`config.mk`:
```
export PLATFORM = sky130hd
export DESIGN_NAME = opn_bus_interface_timers
export DESIGN_NICKNAME = d
export VERILOG_FILES = /design/src/opnbit_pkg.sv /design/src/opnbit_ram.sv /design/src/opn_bus_interface_timers.sv
export SDC_FILE = /design/constraint.sdc
export NUM_CORES = 2
export LEC_CHECK = 0
export ABC_AREA = 1
export BUFFER_PORTS_ARGS = -buffer_cell sky130_fd_sc_hd__clkbuf_2
export CAP_MARGIN = 5
export CORE_ASPECT_RATIO = 0.8
export CORE_MARGIN = 2
export CORE_UTILIZATION = 55
export DETAILED_ROUTE_END_ITERATION = 10
export HOLD_SLACK_MARGIN = 0.15
export PLACE_DENSITY = 0.75
export SETUP_SLACK_MARGIN = 0.1
export SYNTH_ARGS = -nofsm -noshare
export SYNTH_HDL_FRONTEND = slang
export SYNTH_SLANG_ARGS = --single-unit
```
`constraint.sdc`:
```
create_clock -name i_clk -period 13.9 [get_ports i_clk]
set_clock_uncertainty 0.15 [all_clocks]
set_input_delay 1.39 -clock i_clk [delete_from_list [all_inputs] [get_ports i_clk]]
set_output_delay 1.39 -clock i_clk [all_outputs]
set_load 0.1 [all_outputs]
```
`src/opnbit_pkg.sv`:
```
// Shared types, codes and helper functions of the sound-chip bus interface and timers.
package opnbit_pkg;

    localparam int REG_COUNT_DEF = 256;

    localparam logic [15:0] PORT_CMD = 16'hFD45;
    localparam logic [15:0] PORT_DAT = 16'hFD46;

    localparam logic [1:0] OP_READ    = 2'd0;
    localparam logic [1:0] OP_WRITE   = 2'd1;
    localparam logic [1:0] OP_TIMER_A = 2'd2;
    localparam logic [1:0] OP_TIMER_B = 2'd3;

    localparam logic [3:0] CMD_INACTIVE = 4'd0;
    localparam logic [3:0] CMD_READ     = 4'd1;
    localparam logic [3:0] CMD_WRITE    = 4'd2;
    localparam logic [3:0] CMD_ADDRESS  = 4'd3;
    localparam logic [3:0] CMD_STATUS   = 4'd4;
    localparam logic [3:0] CMD_JOY      = 4'd9;

    localparam logic CFG_DEVICE_ENABLE = 1'b0;
    localparam logic CFG_NEW_MACHINE   = 1'b1;

    localparam logic [7:0] REG_JOY       = 8'h0E;
    localparam logic [7:0] REG_RB_LIMIT  = 8'h10;
    localparam logic [7:0] REG_TMA_HI    = 8'h24;
    localparam logic [7:0] REG_TMA_LO    = 8'h25;
    localparam logic [7:0] REG_TMB       = 8'h26;
    localparam logic [7:0] REG_TCTL      = 8'h27;
    localparam logic [7:0] REG_KEY       = 8'h28;
    localparam logic [7:0] REG_QUIET_LO  = 8'h29;
    localparam logic [7:0] REG_PSC6      = 8'h2D;
    localparam logic [7:0] REG_PSC3      = 8'h2E;
    localparam logic [7:0] REG_PSC2      = 8'h2F;
    localparam logic [7:0] REG_CSM       = 8'hFF;

    localparam logic [2:0] PSC_2 = 3'd2;
    localparam logic [2:0] PSC_3 = 3'd3;
    localparam logic [2:0] PSC_6 = 3'd6;

    // period = count * prescale * 625 / 64 (timer A) or / 4 (timer B)
    localparam int MUL_STEPS = 12;
    localparam int MCAND_W   = 11;
    localparam int ACC_W     = 22;
    localparam int CNT_W     = $clog2(MUL_STEPS + 1);
    localparam int A_SHIFT   = 6;
    localparam int B_SHIFT   = 2;
    localparam int PER_A_W   = 16;
    localparam int PER_B_W   = 18;

    typedef enum logic [2:0] {
        MODE_INACTIVE = 3'd0,
        MODE_READ     = 3'd1,
        MODE_WRITE    = 3'd2,
        MODE_ADDRESS  = 3'd3,
        MODE_STATUS   = 3'd4,
        MODE_JOY      = 3'd5
    } t_port_mode;

    typedef enum logic [3:0] {
        S_IDLE   = 4'b0001,
        S_EXEC   = 4'b0010,
        S_CALC_A = 4'b0100,
        S_CALC_B = 4'b1000
    } t_seq_state;

    function automatic logic [7:0] reg_default(input logic [7:0] addr);
        logic [7:0] v;
        v = 8'h00;
        if (addr == 8'h07) begin
            v = 8'hFF;
        end else if (addr[1:0] != 2'b11) begin
            case (addr[7:4])
                4'h4:    v = 8'h7F;
                4'h5:    v = 8'h1F;
                4'h8:    v = 8'hFF;
                default: v = 8'h00;
            endcase
        end
        return v;
    endfunction

    function automatic logic [MUL_STEPS-1:0] prescale_mult(input logic [2:0] psc);
        logic [MUL_STEPS-1:0] k;
        case (psc)
            PSC_2:   k = MUL_STEPS'(1250);
            PSC_3:   k = MUL_STEPS'(1875);
            PSC_6:   k = MUL_STEPS'(3750);
            default: k = '0;
        endcase
        return k;
    endfunction

endpackage

```
`src/opnbit_ram.sv`:
```
// Generic single-port-write, single-port-read RAM with registered read data.
module opnbit_ram #(
    parameter int WIDTH = 8,
    parameter int DEPTH = 256
) (
    input  logic                     i_clk,
    input  logic                     i_we,
    input  logic [$clog2(DEPTH)-1:0] i_waddr,
    input  logic [WIDTH-1:0]         i_wdata,
    input  logic [$clog2(DEPTH)-1:0] i_raddr,
    output logic [WIDTH-1:0]         o_rdata
);

    logic [WIDTH-1:0] r_mem [DEPTH];
    logic [WIDTH-1:0] r_rdata;

    always_ff @(posedge i_clk) begin
        if (i_we) begin
            r_mem[i_waddr] <= i_wdata;
        end
        r_rdata <= r_mem[i_raddr];
    end

    assign o_rdata = r_rdata;

endmodule

```
`src/opn_bus_interface_timers.sv`:
```
// Top level: command/data port decoder, register file and timer period sequencer.
//
//  channel   | ports                                   | handshake
//  ----------+-----------------------------------------+---------------------------
//  request   | i_opcode, i_bus_address, i_write_data   | start high while busy low
//  result    | o_handled ... o_key_flags               | o_done, one-cycle strobe
//  config    | i_cfg_idx, i_cfg_data                   | i_cfg_we, written at once
//
//  busy is high while a request executes, and stays high while the request
//  recomputes timer periods on the shared shift-add multiplier (timer A first).
//  o_done pulses in the first cycle in which busy is low; the receiver cannot stall it.
//  Reset is synchronous; register file defaults come from per-entry valid bits,
//  so no clearing pass is needed.
module opn_bus_interface_timers #(
    parameter int REG_COUNT = opnbit_pkg::REG_COUNT_DEF
) (
    input  logic        i_clk,
    input  logic        i_rst_n,
    input  logic        start,
    output logic        busy,
    input  logic [1:0]  i_opcode,
    input  logic [15:0] i_bus_address,
    input  logic [7:0]  i_write_data,
    input  logic        i_cfg_we,
    input  logic        i_cfg_idx,
    input  logic        i_cfg_data,
    output logic        o_done,
    output logic        o_handled,
    output logic [7:0]  o_read_data,
    output logic        o_irq_level,
    output logic        o_notify_valid,
    output logic [7:0]  o_notify_reg,
    output logic [7:0]  o_notify_data,
    output logic [15:0] o_timer_a_period,
    output logic [17:0] o_timer_b_period,
    output logic        o_timer_a_restart,
    output logic        o_timer_b_restart,
    output logic [3:0]  o_key_flags
);

    localparam int REG_AW = $clog2(REG_COUNT);

    opnbit_pkg::t_seq_state r_state, n_state;
    opnbit_pkg::t_port_mode r_mode, n_mode;

    logic        r_dev_en, r_new_mach;
    logic [1:0]  r_req_op;
    logic [15:0] r_req_addr;
    logic [7:0]  r_req_wd;

    logic [7:0]  r_sel, n_sel;
    logic [7:0]  r_latch, n_latch;
    logic        r_ovf_a, n_ovf_a, r_ovf_b, n_ovf_b;
    logic        r_run_a, n_run_a, r_run_b, n_run_b;
    logic        r_arm_a, n_arm_a, r_arm_b, n_arm_b;
    logic        r_irq, n_irq;
    logic [2:0]  r_prescale, n_prescale;
    logic [15:0] r_period_a, n_period_a;
    logic [17:0] r_period_b, n_period_b;
    logic [3:0]  r_key, n_key;
    logic [7:0]  r_reg24, n_reg24, r_reg25, n_reg25, r_reg26, n_reg26, r_reg27, n_reg27;
    logic [REG_COUNT-1:0] r_reg_vld, n_reg_vld;
    logic        r_rd_vld;

    logic        r_done, n_done;
    logic        r_handled, n_handled;
    logic [7:0]  r_rd, n_rd;
    logic        r_ntf_valid, n_ntf_valid;
    logic [7:0]  r_ntf_reg, n_ntf_reg, r_ntf_data, n_ntf_data;
    logic        r_rst_a, n_rst_a, r_rst_b, n_rst_b;
    logic        r_pend_b, n_pend_b;

    logic [opnbit_pkg::CNT_W-1:0]     r_cnt, n_cnt;
    logic [opnbit_pkg::ACC_W-1:0]     r_acc, n_acc, r_mcand, n_mcand, mul_sum;
    logic [opnbit_pkg::MUL_STEPS-1:0] r_mplier, n_mplier;
    logic [opnbit_pkg::MCAND_W-1:0]   op_n;

    logic              ram_we;
    logic [REG_AW-1:0] ram_waddr;
    logic [7:0]        ram_wdata, ram_rdata;

    opnbit_ram #(
        .WIDTH(8),
        .DEPTH(REG_COUNT)
    ) u_regs (
        .i_clk  (i_clk),
        .i_we   (ram_we),
        .i_waddr(ram_waddr),
        .i_wdata(ram_wdata),
        .i_raddr(REG_AW'(r_sel)),
        .o_rdata(ram_rdata)
    );

    always_comb begin
        if (r_state == opnbit_pkg::S_CALC_A) begin
            op_n = opnbit_pkg::MCAND_W'(1024) -
                   opnbit_pkg::MCAND_W'({r_reg24, r_reg25[1:0]});
        end else begin
            op_n = opnbit_pkg::MCAND_W'(9'd256 - {1'b0, r_reg26});
        end
        mul_sum = r_acc + (r_mplier[0] ? r_mcand : '0);
    end

    always_comb begin
        logic       bus_ok;
        logic       do_write;
        logic       calc_a;
        logic       calc_b;
        logic       ovfa;
        logic       ovfb;
        logic [7:0] wr_reg;
        logic [7:0] wr_dat;
        logic [7:0] sel_val;

        n_state     = r_state;
        n_mode      = r_mode;
        n_sel       = r_sel;
        n_latch     = r_latch;
        n_ovf_a     = r_ovf_a;
        n_ovf_b     = r_ovf_b;
        n_run_a     = r_run_a;
        n_run_b     = r_run_b;
        n_arm_a     = r_arm_a;
        n_arm_b     = r_arm_b;
        n_irq       = r_irq;
        n_prescale  = r_prescale;
        n_period_a  = r_period_a;
        n_period_b  = r_period_b;
        n_key       = r_key;
        n_reg24     = r_reg24;
        n_reg25     = r_reg25;
        n_reg26     = r_reg26;
        n_reg27     = r_reg27;
        n_reg_vld   = r_reg_vld;
        n_done      = 1'b0;
        n_handled   = r_handled;
        n_rd        = r_rd;
        n_ntf_valid = r_ntf_valid;
        n_ntf_reg   = r_ntf_reg;
        n_ntf_data  = r_ntf_data;
        n_rst_a     = r_rst_a;
        n_rst_b     = r_rst_b;
        n_pend_b    = r_pend_b;
        n_cnt       = r_cnt;
        n_acc       = r_acc;
        n_mcand     = r_mcand;
        n_mplier    = r_mplier;

        bus_ok   = r_dev_en && r_new_mach &&
                   (r_req_addr == opnbit_pkg::PORT_CMD || r_req_addr == opnbit_pkg::PORT_DAT);
        do_write = 1'b0;
        calc_a   = 1'b0;
        calc_b   = 1'b0;
        ovfa     = r_ovf_a;
        ovfb     = r_ovf_b;
        wr_reg   = r_sel;
        wr_dat   = (r_req_addr == opnbit_pkg::PORT_CMD) ? r_latch : r_req_wd;
        if (r_sel >= opnbit_pkg::REG_RB_LIMIT) begin
            sel_val = 8'hFF;
        end else begin
            sel_val = r_rd_vld ? ram_rdata : opnbit_pkg::reg_default(r_sel);
        end

        ram_we    = 1'b0;
        ram_waddr = REG_AW'(wr_reg);
        ram_wdata = wr_dat;

        case (r_state)
            opnbit_pkg::S_IDLE: begin
                if (start) begin
                    n_state = opnbit_pkg::S_EXEC;
                end
            end
            opnbit_pkg::S_EXEC: begin
                n_handled   = 1'b0;
                n_rd        = 8'h00;
                n_ntf_valid = 1'b0;
                n_ntf_reg   = 8'h00;
                n_ntf_data  = 8'h00;
                n_rst_a     = 1'b0;
                n_rst_b     = 1'b0;

                if (r_req_op == opnbit_pkg::OP_READ || r_req_op == opnbit_pkg::OP_WRITE) begin
                    if (bus_ok) begin
                        n_handled = 1'b1;
                        if (r_req_op == opnbit_pkg::OP_READ) begin
                            if (r_req_addr == opnbit_pkg::PORT_CMD) begin
                                n_rd = 8'hFF;
                            end else if (r_mode == opnbit_pkg::MODE_STATUS) begin
                                n_rd = {6'd0, r_ovf_b, r_ovf_a};
                            end else if (r_mode == opnbit_pkg::MODE_JOY) begin
                                n_rd = (r_sel == opnbit_pkg::REG_JOY) ? 8'hFF : 8'h00;
                            end else begin
                                n_rd = r_latch;
                            end
                        end else if (r_req_addr == opnbit_pkg::PORT_CMD) begin
                            case (r_req_wd[3:0])
                                opnbit_pkg::CMD_INACTIVE: n_mode = opnbit_pkg::MODE_INACTIVE;
                                opnbit_pkg::CMD_READ: begin
                                    n_mode  = opnbit_pkg::MODE_READ;
                                    n_latch = sel_val;
                                end
                                opnbit_pkg::CMD_WRITE: begin
                                    n_mode   = opnbit_pkg::MODE_WRITE;
                                    do_write = 1'b1;
                                end
                                opnbit_pkg::CMD_ADDRESS: begin
                                    n_mode = opnbit_pkg::MODE_ADDRESS;
                                    n_sel  = r_latch;
                                end
                                opnbit_pkg::CMD_STATUS: n_mode = opnbit_pkg::MODE_STATUS;
                                opnbit_pkg::CMD_JOY:    n_mode = opnbit_pkg::MODE_JOY;
                                default: ;
                            endcase
                        end else begin
                            n_latch = r_req_wd;
                            if (r_mode == opnbit_pkg::MODE_WRITE) begin
                                do_write = 1'b1;
                            end else if (r_mode == opnbit_pkg::MODE_ADDRESS) begin
                                n_sel = r_req_wd;
                            end
                        end
                    end
                end else if (r_dev_en) begin
                    if (r_req_op == opnbit_pkg::OP_TIMER_A) begin
                        if (r_run_a && r_arm_a) begin
                            n_arm_a = 1'b0;
                            n_ovf_a = 1'b1;
                            n_irq   = 1'b1;
                        end
                        n_ntf_valid = 1'b1;
                        n_ntf_reg   = opnbit_pkg::REG_CSM;
                        n_ntf_data  = 8'h00;
                    end else begin
                        if (r_run_b && r_arm_b) begin
                            n_arm_b = 1'b0;
                            n_ovf_b = 1'b1;
                            n_irq   = 1'b1;
                        end
                    end
                end

                if (do_write) begin
                    ram_we                       = 1'b1;
                    n_reg_vld[REG_AW'(wr_reg)]   = 1'b1;
                    if (wr_reg == opnbit_pkg::REG_TMA_HI) n_reg24 = wr_dat;
                    if (wr_reg == opnbit_pkg::REG_TMA_LO) n_reg25 = wr_dat;
                    if (wr_reg == opnbit_pkg::REG_TMB)    n_reg26 = wr_dat;
                    if (wr_reg == opnbit_pkg::REG_TCTL)   n_reg27 = wr_dat;
                    case (wr_reg)
                        opnbit_pkg::REG_TCTL: begin
                            ovfa    = r_ovf_a & ~wr_dat[4];
                            ovfb    = r_ovf_b & ~wr_dat[5];
                            n_ovf_a = ovfa;
                            n_ovf_b = ovfb;
                            if (!ovfa && !ovfb) n_irq = 1'b0;
                            calc_a  = wr_dat[0] && !r_reg27[0];
                            n_run_a = wr_dat[0];
                            n_arm_a = wr_dat[2];
                            calc_b  = wr_dat[1] && !r_reg27[1];
                            n_run_b = wr_dat[1];
                            n_arm_b = wr_dat[3];
                            n_ntf_valid = 1'b1;
                            n_ntf_reg   = opnbit_pkg::REG_TCTL;
                            n_ntf_data  = {wr_dat[7:6], 6'd0};
                        end
                        opnbit_pkg::REG_PSC6: begin
                            if (r_prescale != opnbit_pkg::PSC_3) begin
                                n_prescale = opnbit_pkg::PSC_6;
                                calc_b     = 1'b1;
                            end
                        end
                        opnbit_pkg::REG_PSC3: begin
                            n_prescale = opnbit_pkg::PSC_3;
                            calc_b     = 1'b1;
                        end
                        opnbit_pkg::REG_PSC2: begin
                            n_prescale = opnbit_pkg::PSC_2;
                            calc_b     = 1'b1;
                        end
                        opnbit_pkg::REG_TMA_HI, opnbit_pkg::REG_TMA_LO: calc_a = 1'b1;
                        opnbit_pkg::REG_TMB: calc_b = 1'b1;
                        default: begin
                            if (!((wr_reg >= opnbit_pkg::REG_JOY && wr_reg <= opnbit_pkg::REG_TMB) ||
                                  (wr_reg >= opnbit_pkg::REG_QUIET_LO &&
                                   wr_reg <= opnbit_pkg::REG_PSC2))) begin
                                if (wr_reg == opnbit_pkg::REG_KEY) begin
                                    n_key[wr_dat[1:0]] = |wr_dat[7:4];
                                end
                                n_ntf_valid = 1'b1;
                                n_ntf_reg   = wr_reg;
                                n_ntf_data  = wr_dat;
                            end
                        end
                    endcase
                end

                n_pend_b = calc_b;
                n_cnt    = '0;
                if (calc_a) begin
                    n_state = opnbit_pkg::S_CALC_A;
                end else if (calc_b) begin
                    n_state = opnbit_pkg::S_CALC_B;
                end else begin
                    n_state = opnbit_pkg::S_IDLE;
                    n_done  = 1'b1;
                end
            end
            opnbit_pkg::S_CALC_A, opnbit_pkg::S_CALC_B: begin
                if (r_cnt == '0) begin
                    n_acc    = '0;
                    n_mcand  = opnbit_pkg::ACC_W'(op_n);
                    n_mplier = opnbit_pkg::prescale_mult(r_prescale);
                    n_cnt    = opnbit_pkg::CNT_W'(1);
                end else begin
                    n_acc    = mul_sum;
                    n_mcand  = r_mcand << 1;
                    n_mplier = r_mplier >> 1;
                    n_cnt    = r_cnt + opnbit_pkg::CNT_W'(1);
                    if (r_cnt == opnbit_pkg::CNT_W'(opnbit_pkg::MUL_STEPS)) begin
                        n_cnt = '0;
                        if (r_state == opnbit_pkg::S_CALC_A) begin
                            if (mul_sum[opnbit_pkg::A_SHIFT +: opnbit_pkg::PER_A_W] != r_period_a) begin
                                n_period_a = mul_sum[opnbit_pkg::A_SHIFT +: opnbit_pkg::PER_A_W];
                                n_rst_a    = 1'b1;
                            end
                            if (r_pend_b) begin
                                n_state = opnbit_pkg::S_CALC_B;
                            end else begin
                                n_state = opnbit_pkg::S_IDLE;
                                n_done  = 1'b1;
                            end
                        end else begin
                            if (mul_sum[opnbit_pkg::B_SHIFT +: opnbit_pkg::PER_B_W] != r_period_b) begin
                                n_period_b = mul_sum[opnbit_pkg::B_SHIFT +: opnbit_pkg::PER_B_W];
                                n_rst_b    = 1'b1;
                            end
                            n_state = opnbit_pkg::S_IDLE;
                            n_done  = 1'b1;
                        end
                    end
                end
            end
            default: n_state = opnbit_pkg::S_IDLE;
        endcase
    end

    always_ff @(posedge i_clk) begin
        if (!i_rst_n) begin
            r_state     <= opnbit_pkg::S_IDLE;
            r_mode      <= opnbit_pkg::MODE_INACTIVE;
            r_dev_en    <= 1'b1;
            r_new_mach  <= 1'b1;
            r_sel       <= '0;
            r_latch     <= '0;
            r_ovf_a     <= 1'b0;
            r_ovf_b     <= 1'b0;
            r_run_a     <= 1'b0;
            r_run_b     <= 1'b0;
            r_arm_a     <= 1'b0;
            r_arm_b     <= 1'b0;
            r_irq       <= 1'b0;
            r_prescale  <= opnbit_pkg::PSC_3;
            r_period_a  <= '0;
            r_period_b  <= '0;
            r_key       <= '0;
            r_reg24     <= '0;
            r_reg25     <= '0;
            r_reg26     <= '0;
            r_reg27     <= '0;
            r_reg_vld   <= '0;
            r_done      <= 1'b0;
            r_handled   <= 1'b0;
            r_rd        <= '0;
            r_ntf_valid <= 1'b0;
            r_ntf_reg   <= '0;
            r_ntf_data  <= '0;
            r_rst_a     <= 1'b0;
            r_rst_b     <= 1'b0;
            r_pend_b    <= 1'b0;
            r_cnt       <= '0;
        end else begin
            r_state     <= n_state;
            r_mode      <= n_mode;
            r_sel       <= n_sel;
            r_latch     <= n_latch;
            r_ovf_a     <= n_ovf_a;
            r_ovf_b     <= n_ovf_b;
            r_run_a     <= n_run_a;
            r_run_b     <= n_run_b;
            r_arm_a     <= n_arm_a;
            r_arm_b     <= n_arm_b;
            r_irq       <= n_irq;
            r_prescale  <= n_prescale;
            r_period_a  <= n_period_a;
            r_period_b  <= n_period_b;
            r_key       <= n_key;
            r_reg24     <= n_reg24;
            r_reg25     <= n_reg25;
            r_reg26     <= n_reg26;
            r_reg27     <= n_reg27;
            r_reg_vld   <= n_reg_vld;
            r_done      <= n_done;
            r_handled   <= n_handled;
            r_rd        <= n_rd;
            r_ntf_valid <= n_ntf_valid;
            r_ntf_reg   <= n_ntf_reg;
            r_ntf_data  <= n_ntf_data;
            r_rst_a     <= n_rst_a;
            r_rst_b     <= n_rst_b;
            r_pend_b    <= n_pend_b;
            r_cnt       <= n_cnt;
            if (i_cfg_we) begin
                case (i_cfg_idx)
                    opnbit_pkg::CFG_DEVICE_ENABLE: r_dev_en   <= i_cfg_data;
                    opnbit_pkg::CFG_NEW_MACHINE:   r_new_mach <= i_cfg_data;
                    default: ;
                endcase
            end
        end
    end

    always_ff @(posedge i_clk) begin
        if (r_state == opnbit_pkg::S_IDLE && start) begin
            r_req_op   <= i_opcode;
            r_req_addr <= i_bus_address;
            r_req_wd   <= i_write_data;
        end
        r_rd_vld <= r_reg_vld[REG_AW'(r_sel)];
        r_acc    <= n_acc;
        r_mcand  <= n_mcand;
        r_mplier <= n_mplier;
    end

    assign busy              = (r_state != opnbit_pkg::S_IDLE);
    assign o_done            = r_done;
    assign o_handled         = r_handled;
    assign o_read_data       = r_rd;
    assign o_irq_level       = r_irq;
    assign o_notify_valid    = r_ntf_valid;
    assign o_notify_reg      = r_ntf_reg;
    assign o_notify_data     = r_ntf_data;
    assign o_timer_a_period  = r_period_a;
    assign o_timer_b_period  = r_period_b;
    assign o_timer_a_restart = r_rst_a;
    assign o_timer_b_restart = r_rst_b;
    assign o_key_flags       = r_key;

    a_done_idle: assert property (@(posedge i_clk) disable iff (!i_rst_n)
        o_done |-> !busy)
        else $error("result strobe while sequencer busy");

    a_accept_busy: assert property (@(posedge i_clk) disable iff (!i_rst_n)
        (start && !busy) |=> busy)
        else $error("accepted request did not raise busy");

    a_irq_flag: assert property (@(posedge i_clk) disable iff (!i_rst_n)
        o_irq_level |-> (r_ovf_a || r_ovf_b))
        else $error("irq high with no overflow flag");

    a_notify_src: assert property (@(posedge i_clk) disable iff (!i_rst_n)
        (o_done && o_notify_valid) |-> (o_handled || o_notify_reg == opnbit_pkg::REG_CSM))
        else $error("notification without a handled access or timer A event");

    a_period_range: assert property (@(posedge i_clk) disable iff (!i_rst_n)
        (o_timer_a_period <= 16'd60000) && (o_timer_b_period <= 18'd240000))
        else $error("timer period out of range");

endmodule

```
## Yosys cells after proc, flatten, opt, wreduce, memory -nomap -nowiden

Memories as Yosys holds them, arrays and structs flattened. A register that Yosys moved wholly into a read port is not among the register bits.
Index checks and enable logic that the tools add are counted.

- Register bits: 466
- Memory bits (writable): 2048
- Input port bits: 32
- Logic and storage cells: 295
- Memories: 1
- Output and inout bits: 69

Memory list:

| memory | depth | bits a word | rd ports | clocked after Yosys merged registers in | write ports | line | RTL |
|---|---|---|---|---|---|---|---|
| u_regs.r_mem | 256 | 8 | 1 | 1 | 1 | opnbit_ram.sv:14 | `logic [WIDTH-1:0] r_mem [DEPTH];` |

- Bitwise operators: 11
- $lt $le $gt $ge: 9
- Eq/ne operators: 50
- Add/sub/neg operators: 4
- Muxes and demuxes: 129
- Reduce and logical (&&, ||, !) cells: 49

Operators with widths:

| kind | count |
|---|---|
| OR 256 bit | 1 |
| two-way mux 8 bit | 25 |
| two-way mux 1 bit | 72 |
| equality test 8 x 6 -> 1 bit (second input constant) | 8 |
| two-way mux 4 bit | 9 |
| case mux 12 bit (3 select lines) | 1 |
| two-way mux 11 bit | 3 |
| equality test 16 bit (second input constant) | 2 |
| case mux 8 bit (2 select lines) | 2 |
| AND reduction 5 bit | 6 |
| case mux 8 bit (3 select lines) | 1 |
| adder 22 bit | 1 |
| two-way mux 22 bit | 1 |
| inequality test 2 bit (second input constant) | 10 |
| inequality test 18 bit | 1 |
| case mux 3 bit (6 select lines) | 1 |
| equality test 4 x 3 -> 1 bit (second input constant) | 4 |
| equality test 4 bit (second input constant) | 4 |
| less-or-equal comparator 8 x 6 -> 1 bit (second input constant) | 2 |
| inequality test 16 bit | 1 |
| AND reduction 3 bit | 5 |
| equality test 3 x 2 -> 1 bit (second input constant) | 4 |
| equality test 4 x 2 -> 1 bit (second input constant) | 3 |
| logical AND 1 bit | 12 |
| 47 further kinds | 73 |

## Longest topological paths before layout

- Depth in word-level cells: 12
- Mapped depth: 25
- Gate-level depth less buffers: 23

## Cells and area by module

Synthesis repeated with hierarchy kept, for this count alone.

- Cells, all modules: 10042
- Area, all modules: 105628.8 sq um

Modules (own cells, without submodules):

| module | area an instance (sq um) | times used | seq. area each (sq um) | cells each |
|---|---|---|---|---|
| opnbit_ram | 83407.5 | 1 | 61659.1 | 7003 |
| opn_bus_interface_timers | 22221.3 | 1 | 10089.7 | 3039 |

## Worst setup path after synthesis

No wires, ideal clock.

- Path type: register to register
- Start point: register r_req_addr[3]
- End point: register r_key[3], in the netlist o_key_flags[3]
- Arrival time: 8.979 ns
- Setup time: 0.124 ns
- Buffers on the path: 0
- Data required time: 13.626 ns
- Cell stages (with the launch flop): 11
- Period minus slack after synthesis: 9.253 ns
- Path slack: 4.647 ns
- Path through: edfxtp_1 nor2_1 nand2_1 nor2_1 nand2_1 o21ai_1 inv_1 nor2_1 nand2_1 nor3_1 nor2_1

- Cells in the longest elaborated chain, start to end: 7
- Elaborated cells between the ends (all ways): 18
- Classes of those cells: order compare (2); eq/ne (2); mux (9); reduce/logical (5)

RTL lines:

| element | line | RTL |
|---|---|---|
| from (decl) | opn_bus_interface_timers.sv:48 | `logic [15:0] r_req_addr;` |
| from (signal assigned) | opn_bus_interface_timers.sv:426 | `r_req_addr <= i_bus_address;` |
| equality test 16 bit * | opn_bus_interface_timers.sv:157 | `wr_dat = (r_req_addr == opnbit_pkg::PORT_CMD) ? r_latch : r_req_wd;` |
| two-way mux 8 bit * | opn_bus_interface_timers.sv:157 |  |
| named net ram_wdata[1] | opn_bus_interface_timers.sv:80 | `logic [7:0] ram_wdata, ram_rdata;` |
| < comparator 2 x 3 -> 1 bit (implied by the code) or greater-or-equal comparator 2 x 1 -> 1 bit (tied branches) | opn_bus_interface_timers.sv:288 | `n_key[wr_dat[1:0]] = \|wr_dat[7:4];` |
| logical AND 1 bit (implied by the code) | opn_bus_interface_timers.sv:288 |  |
| two-way mux 1 bit (implied by the code) | opn_bus_interface_timers.sv:288 |  |
| demux 1 bit (select 2 bit) * | opn_bus_interface_timers.sv:288 |  |
| bitwise mux 4 bit * | opn_bus_interface_timers.sv:288 |  |
| to (signal assigned) | opn_bus_interface_timers.sv:397 | `r_key <= n_key;` |
| to (decl) | opn_bus_interface_timers.sv:60 | `logic [3:0] r_key, n_key;` |

Mark *: on every way through the listed nets, which the timed path passes. The rest lies on a longest branch. The select of a mux whose other input is x is not followed.
A chain may end at the register's enable or synchronous reset.

==> metrics <==
starting density of the core 55.46%; drt initial violations 12070; post-synth cell types 57; syn nets 8153; Num CTS Buffers 217; die width 480.1 um; largest net degree at the start of global routing 207; period utilisation layout 44.53%; Slew @ Worst Pin 1417 ps; die area 184800 um2; HPWL Detailed 166000 um; CP most frequent cell buf_4; register area share after synthesis 71.94%; # nets final 8093; grt ovf 0; Core Footprint 179800 um2; first drt pass iteration count 9; TritonCTS clock tree yes; Worst Setup Start Kind flop; Post-Syn Instances 8091; CTS Buffer Depth 3; Multi-input gate area 24780 um2; Comb power frac 2.9%; area grow syn2layout 9.981%; Pwr Density 136.0 nW/um2; WL/cell 27.05 um; Post-CTS Setup Repair Bufs 0; Largest regs u_regs.r_mem x2048, r_reg_vld x256; critical path's largest stage delay 1090 ps; worst hold path type flop to flop; Top reg by flops u_regs.r_mem; post_cts resized 0; routability cong. 0.9570; HP Start r_reg_vld[120]; initial antenna violation count 9; fin crit period 6190 ps; DRT antenna net count 0; worst rel slew slack 5.427%; hold buffer count at CTS 0; Total GRT Usage 30.48%; Worst R2R End u_regs.o_rdata[7]; cell depth of the worst flop-to-flop path 15; Port Buf Inserts 100; Largest register FFs 2048; Int Pwr 11.76 mW; Async SR Flop Fraction 0%; CP max FO 133; main flop type after synthesis edfxtp_1; fill cell count 13420; Worst EP required 14540 ps; setup_tns 0 ps; Reg clk slew, reported paths 70 ps; Max rail drop VDD 0.1252 mV; synthesized area 99730 um2; die height 384.9 um; DRC 0; fin. max-slew vios 0; cells along the critical path buf_4 -> buf_4 -> nor2_4 -> buf_12 -> buf_4 -> buf_4 -> a22oi_1 -> nand3_1 -> nand2_1 -> nand2_1 -> o31ai_1 -> o21ai_0 -> o21ai_0 -> and2_1 -> nand2_1; row count 139; vias per inst 6.495; vias in the first global route 64710; Max Fclk 0.1615 GHz; sw frac 21.21%; Synth warnings 0; Yosys reg bits 2519; CP Data Arrival Time 6830 ps; most common cell in the netlist edfxtp_1; critical path endpoint category flop; Psw 3.165 mW; Final Hold Vio Count 0; CP Capture Point u_regs.o_rdata[7]; EDFF count, synth 2130; Synth top area share 64.13%; reg2reg start r_sel[1]; I/O Pins 101; RSZ-0062 raised after global routing false; leak pwr 36.17 nW; via count 69070; max cap viols 0; syn_area_per_cell 12.33 um2; Reg area 71750 um2; Root Buffer clkbuf_16; first-pass GRT wire length 422100 um; largest cells by area after synthesis edfxtp_1 64%, dfxtp_1 7.8%, nand2_1 5.4%, nand3_1 4.7%, a22oi_1 4.0%; sequential fraction of design power 55.9%; Post-synth top cells 2130 x edfxtp_1, 1431 x nand2_1, 944 x nand3_1; Clock H-tree levels 4; Fin Hold WS 310.6 ps; cell accounting for the most synthesized area edfxtp_1; status complete, no violations; Final setup violation count 0; layout cells sized above 1 8.631%; Crit-path slowest cell o21ai_0; Clock Latency Late Sink 880 ps; r2r setup slk 7710 ps; Setup CP Type flop to flop; final wirelength 287600 um; proportion of power drawn by the clock network 41.3%; CP startpoint r_sel[1]; clk sinks 2519
-- critical path, delay by kind of cell (launching register included) --
kind                   cells  cell delay, ps
buffers and inverters      5            2330
flip-flops                 1             620
AND/OR/NAND/NOR            6             660
AO/OA/AOI/OAI              4            2160
-- power by group through the flow --
stage | Sequential (mW) | Clock, mW | Combinational [mW]
2_1_floorplan | 8.60 | 0 | 0.220
3_3_place_gp | 8.50 | 0 | 0.404
3_5_place_dp | 8.50 | 0 | 0.420
4_1_cts | 8.34 | 6.15 | 0.420
5_1_grt | 8.33 | 6.44 | 0.458
6_report | 8.34 | 6.16 | 0.427
-- per-layer routing --
layer  wire [um]  vias up  global-route usage [%]
met5          48        -                       0
met1      109000    33520                   43.16
met2      125400     5137                   44.45
met3       40950      789                   9.064
met4       12260        8                   11.97
li1            -    29620                       -
-- final cells by class --
class                      count  share of cell area (%)
sequential                  2519                   65.41
clock buffer                 293                   5.465
timing repair buffer         222                   1.437
antenna                       10                 0.02281
inverter                     357                   1.246
tap                         2397                   2.734
clock inverter               121                   1.088
multi-input combinational   4714                   22.59
-- cells in the final DEF, fill, tap and decap left out, types with 110 or more instances in the layout --
master / instances
nand2_1: 1429
inv_1: 337
a21oi_1: 189
a31oi_1: 291
nand3_1: 944
buf_4: 110
o21ai_0: 158
nor2_1: 466
dfxtp_1: 388
o21a_1: 185
a22oi_1: 525
clkbuf_16: 223
edfxtp_1: 2130
-- worst min path at each step --
stage,end,slack (ps),cells after the start
after CTS,r_reg_vld[188],310,2
after global placement,r_reg_vld[39],290,2
final,r_reg_vld[120],310,2
after global routing,r_reg_vld[189],320,2
after floorplan,r_reg_vld[14],280,2
after detailed placement,r_reg_vld[188],300,2
-- stage by stage --
step	area (um2)	power (mW)	std cells	utilization (%)	worst slack, ps
floorplan	99730	8.820	8091	-	4647
global placement	102400	8.903	10210	56.96	8151
detailed placement	102400	8.920	10210	56.96	8083
CTS	109600	14.91	10620	60.96	8064
global route	109700	15.24	10620	60.98	7578
finish	109700	14.92	10630	61.00	7710
-- kinds of logic (layout without fill, tap and decap cells) --
kind of cell | count (synthesis) | in the layout | share of synthesized area (%)
buffers and inverters | 858 | 993 | 3.377
multiplexers | 2 | 2 | 0.02133
flip-flops | 2519 | 2519 | 71.94
AND/OR/NAND/NOR | 3118 | 3118 | 13.68
other | 0 | 10 | 0
adder cells (fa/ha/maj) | 30 | 30 | 0.3839
XOR/XNOR | 18 | 18 | 0.1857
AO/OA/AOI/OAI | 1546 | 1546 | 10.42
(Power assumes the default switching activity.)
